`src/sv/afq_ram.sv`:
```
// ---------------------------------------------------------------------------
// afq_ram
// Generic single-write, single-read RAM with registered read data.
// ---------------------------------------------------------------------------
module afq_ram #(
  parameter int WIDTH = 8,
  parameter int DEPTH = 16
) (
  input  logic                     clk,
  input  logic                     we,
  input  logic [$clog2(DEPTH)-1:0] waddr,
  input  logic [WIDTH-1:0]         wdata,
  input  logic [$clog2(DEPTH)-1:0] raddr,
  output logic [WIDTH-1:0]         rdata
);

  logic [WIDTH-1:0] mem [DEPTH];

  // write port and registered read port
  always_ff @(posedge clk) begin
    if (we) begin
      mem[waddr] <= wdata;
    end
    rdata <= mem[raddr];
  end

endmodule

```
`src/sv/afq_queue.sv`:
```
// ---------------------------------------------------------------------------
// afq_queue
// Ring queue of descriptors with the head word always ready to read.
// ---------------------------------------------------------------------------
module afq_queue #(
  parameter int WIDTH = 8,
  parameter int DEPTH = 16
) (
  input  logic                       clk,
  input  logic                       rst,
  input  logic                       push,
  input  logic [WIDTH-1:0]           push_data,
  input  logic                       pop,
  output logic [WIDTH-1:0]           head,
  output logic                       full,
  output logic                       empty,
  output logic [$clog2(DEPTH+1)-1:0] count_next
);

  localparam int PW = $clog2(DEPTH);
  localparam int CW = $clog2(DEPTH + 1);
  localparam logic [PW-1:0] LAST_SLOT = PW'(DEPTH - 1);

  logic [PW-1:0]    wr_ptr, wr_ptr_next;
  logic [PW-1:0]    rd_ptr, rd_ptr_next;
  logic [CW-1:0]    count;
  logic [WIDTH-1:0] ram_q;
  logic             byp_valid;
  logic [WIDTH-1:0] byp_data;

  assign full  = (count == CW'(DEPTH));
  assign empty = (count == '0);

  // pointer and level updates
  always_comb begin
    wr_ptr_next = wr_ptr;
    rd_ptr_next = rd_ptr;
    count_next  = count;
    if (push) begin
      wr_ptr_next = (wr_ptr == LAST_SLOT) ? '0 : wr_ptr + 1'b1;
      count_next  = count + 1'b1;
    end
    if (pop) begin
      rd_ptr_next = (rd_ptr == LAST_SLOT) ? '0 : rd_ptr + 1'b1;
      count_next  = count - 1'b1;
    end
  end

  always_ff @(posedge clk) begin
    if (rst) begin
      wr_ptr    <= '0;
      rd_ptr    <= '0;
      count     <= '0;
      byp_valid <= 1'b0;
    end else begin
      wr_ptr    <= wr_ptr_next;
      rd_ptr    <= rd_ptr_next;
      count     <= count_next;
      byp_valid <= push && (wr_ptr == rd_ptr_next);
    end
  end

  // word written into the slot being read this cycle bypasses the ram
  always_ff @(posedge clk) begin
    byp_data <= push_data;
  end

  // storage, read address runs one step ahead so the head is registered
  afq_ram #(
    .WIDTH (WIDTH),
    .DEPTH (DEPTH)
  ) u_ram (
    .clk   (clk),
    .we    (push),
    .waddr (wr_ptr),
    .wdata (push_data),
    .raddr (rd_ptr_next),
    .rdata (ram_q)
  );

  assign head = byp_valid ? byp_data : ram_q;

endmodule

```
`config.mk`:
```
export PLATFORM = sky130hd
export DESIGN_NAME = afq_queue
export DESIGN_NICKNAME = d
export VERILOG_FILES = /design/src/sv/afq_ram.sv /design/src/sv/afq_queue.sv
export SDC_FILE = /design/constraint.sdc
export NUM_CORES = 1
export LEC_CHECK = 0
export ABC_AREA = 0
export CAP_MARGIN = 20
export CORE_MARGIN = 3
export CORE_UTILIZATION = 40
export CTS_CLUSTER_SIZE = 20
export DETAILED_ROUTE_END_ITERATION = 7
export DONT_BUFFER_PORTS = 1
export PLACE_DENSITY = 0.65
export SLEW_MARGIN = 25
export SYNTH_ARGS = -nofsm -noshare
export SYNTH_HDL_FRONTEND = slang
export SYNTH_SLANG_ARGS = --single-unit
```
`constraint.sdc`:
```
create_clock -name clk -period 2.8 [get_ports clk]
set_input_delay 0.42 -clock clk [delete_from_list [all_inputs] [get_ports clk]]
set_output_delay 0.42 -clock clk [all_outputs]
set_load 0.05 [all_outputs]
```
==> results.py <==
metrics = {
    "setup_path": {
        "critical_path_class": "flop to flop",
        "critPathCaptureType": "flop",
        "critPathBufInv": 0,
        "max_stage_delay_ns": 0.52,
        "cp.arrival_ns": 2.81,
        "cpMostUsedCell": "nand3_2",
        "path_cells": "ha_1 > nand3_2 > nand3_2 > o221ai_1 > a22o_1 > nor4_2",
        "critPathTopFamily": "simple AND/OR/NAND/NOR gates",
        "start_kind": "flop",
        "cp.required_ns": 3.14,
        "cpMaxStageDelayCell": "dfxtp_1",
        "path_max_fanout": 28,
    },
    "cts": {
        "cts_buffers": 17,
        "clk_pin_slew_ns": 0.06,
        "clk_path_buf_depth": 2,
        "cts.sinks": 158,
        "clk_latency_ns": 0.43,
        "cts_tree": "done",
        "cts_root_buf": "clkbuf_16",
        "h-tree-depth": 4,
    },
    "place": {
        "post-place-ws_ns": 0.353,
        "port_buffers": 0,
        "dp_hpwl_um": 10400,
        "gp_congestion": 0.861,
        "dp_cells": 760,
    },
    "sta": {
        "fin_crit_ns": 2.47,
        "hold_viol": 0,
        "finalSetupViolations": 0,
        "slew_viol_final": 0,
        "rsz0062_at_grt": "false",
        "fin_crit_sh_pct": 88.2,
        "setup_tns_ns": 0,
        "slew_headroom_pct": 52.5,
        "finalWorstSetupSlack_ns": 0.332,
        "clock_skew_ns": 0.00532,
        "worst-slew-pin-transition_ns": 0.710,
        "clock.fmax_ghz": 0.405,
    },
    "floorplan": {
        "core_area_um2": 17400,
        "die_area_um2": 19400,
        "die_x_um": 139,
        "rows": 48,
        "start_util_pct": 40.9,
        "die_height_um": 139,
        "io_pins": 27,
    },
    "pwr": {
        "leakage_nw": 2.75,
        "total_power_w": 0.00561,
        "ir_drop_mv": 0.386,
        "cellPowerDensity_nw_per_um2": 712,
    },
    "synthesis": {
        "yosysWarningCount": 0,
        "synth_edf_count": 128,
        "syn_nets": 577,
        "syn_area_um2": 7090,
        "synth.distinct_cells": 56,
        "syn_area_per_cell_um2": 12.7,
        "synth-main-ff-cell": "edfxtp_1",
        "ys_ff_latch": 158,
        "syn_inst": 558,
        "synth-async-reset-ratio_pct": 0,
        "synth_seq_area_share_pct": 62.6,
    },
    "drt": {
        "ant_nets": 0,
        "wl_per_cell_um": 20.8,
        "drtIter0Drc": 453,
        "viasPerCell": 5.66,
        "drcViolationCount": 0,
        "via_count": 4519,
        "wirelength_um": 16600,
        "dr.pass1.iters": 6,
    },
    "cells_and_area": {
        "final_cells": 798,
        "layout-drive-gt1-share_pct": 12.2,
        "fin_nets": 579,
        "fin_util_pct": 45.4,
        "layout_common_cells": "edfxtp_1, nand2_1, nand3_1",
        "multi_input_area_um2": 2420,
        "num_antenna_cells": 0,
        "final_common_cell": "edfxtp_1",
        "regArea_um2": 4440,
        "nFillCells": 1521,
        "syn2layout_area_growth_pct": 11.0,
    },
    "grt": {
        "grt_pass1_vias": 4408,
        "grtUsageTotal_pct": 17.5,
        "grt_pass1_wl_um": 25800,
        "grt.overflow.total": 0,
        "grt_max_degree": 56,
        "antenna_found_initial": 0,
    },
    "worst_hold_path": {
        "hold_class": "input pin to flop",
    },
    "flow_run": {
        "maxCapViolations": 0,
    },
    "outcome": {
        "status": "finished, final reports clean",
    },
}
-- power by group --
| group | total [W] | internal [W] | leakage (nW) | switching, W |
|---|---|---|---|---|
| clock network | 0.00214 | 0.00122 | 0.260 | 0.000925 |
| logic | 0.000796 | 0.000257 | 1.08 | 0.000539 |
| registers | 0.00267 | 0.00261 | 1.41 | 0.0000576 |
-- per-layer routing --
layer / share of wire (%) / global-route usage [%]
met3: 5.9 / 3.41
met5: 0 / 0
met2: 47 / 26.8
met1: 45 / 24.5
met4: 2.1 / 7.00
-- cell usage after synthesis, types with 2 or more instances --
cell type / n / area share, %
a211oi_1: 3 / 0.32
a21boi_0: 2 / 0.21
a21oi_1: 22 / 1.6
a22o_1: 15 / 1.9
a31oi_1: 2 / 0.18
and2_1: 18 / 1.6
and3_1: 2 / 0.18
and4_1: 2 / 0.25
buf_12: 2 / 0.56
buf_2: 8 / 0.56
buf_4: 7 / 0.74
buf_6: 5 / 0.79
clkbuf_1: 7 / 0.37
dfxtp_1: 30 / 8.5
edfxtp_1: 128 / 54
ha_1: 7 / 1.2
inv_1: 8 / 0.42
mux2_2: 10 / 1.6
mux2i_1: 30 / 4.2
nand2_1: 105 / 5.6
nand2b_1: 2 / 0.18
nand3_1: 35 / 2.5
nand3_2: 2 / 0.28
nand4_1: 2 / 0.18
nor2_1: 16 / 0.85
nor2b_1: 11 / 0.97
nor3_1: 2 / 0.14
nor3b_1: 2 / 0.21
nor4_2: 8 / 1.4
o21ai_0: 2 / 0.14
o221ai_1: 25 / 3.1
o221ai_2: 3 / 0.63
o22ai_1: 2 / 0.18
o2bb2ai_1: 2 / 0.25
xnor2_1: 6 / 0.74
xor2_1: 5 / 0.62
-- worst register-to-register path: stages (launching register included) --
cell and delay, ns:
dfxtp_1 0.52, ha_1 0.38, nand3_2 0.17, nand3_2 0.52, o221ai_1 0.22, a22o_1 0.31
nor4_2 0.27
-- cell type report --
class / count / share of cell area [%]
Clock buffer: 18 / 5.45
Clock inverter: 14 / 1.49
Inverter: 8 / 0.381
Multi-Input combinational cell: 361 / 30.8
Sequential cell: 158 / 56.5
Tap cell: 225 / 3.58
Timing Repair Buffer: 14 / 1.84
-- sequential cells by signal (all words and copies together) (netlist names) --
signal / cells
byp_data: 8
wr_ptr: 4
rd_ptr: 4
u_ram.mem: 128
u_ram.rdata: 8
count: 5
byp_valid: 1
-- worst paths after layout --
kind	start	slack, ns	end	cells after the start
worst max-delay path	rd_ptr[1]	0.33	u_ram.rdata[4]	6
worst min-delay path	push_data[3]	0.02	byp_data[3]	0
worst max register to register	rd_ptr[1]	0.33	u_ram.rdata[4]	6
worst min register to register	wr_ptr[0]	0.58	wr_ptr[0]	2
-- logic make-up after synthesis --
family                   count (synthesis)  share of synthesized area [%]
adder cells (fa/ha/maj)                  7                           1.23
AND/OR/NAND/NOR                        215                           15.4
buffers and inverters                   39                           3.72
flip-flops                             158                           62.6
AO/OA/AOI/OAI                           88                           9.82
multiplexers                            40                           5.82
XOR/XNOR                                11                           1.36
-- through the flow --
step	hold WS (ns)	cell area [um2]
6_report	0.0219	7870
5_1_grt	0.00247	7870
4_1_cts	0.000965	7860
3_5_place_dp	0.449	7260
3_3_place_gp	0.449	7240
2_1_floorplan	0.448	7090
-- what timing repair did --
item,in CTS,in global routing
setup buffers,0,0
hold buffers,5,1
endpoints found under the hold margin,5,1
resized for setup,0,0
Power figures use the tool's default switching activity.
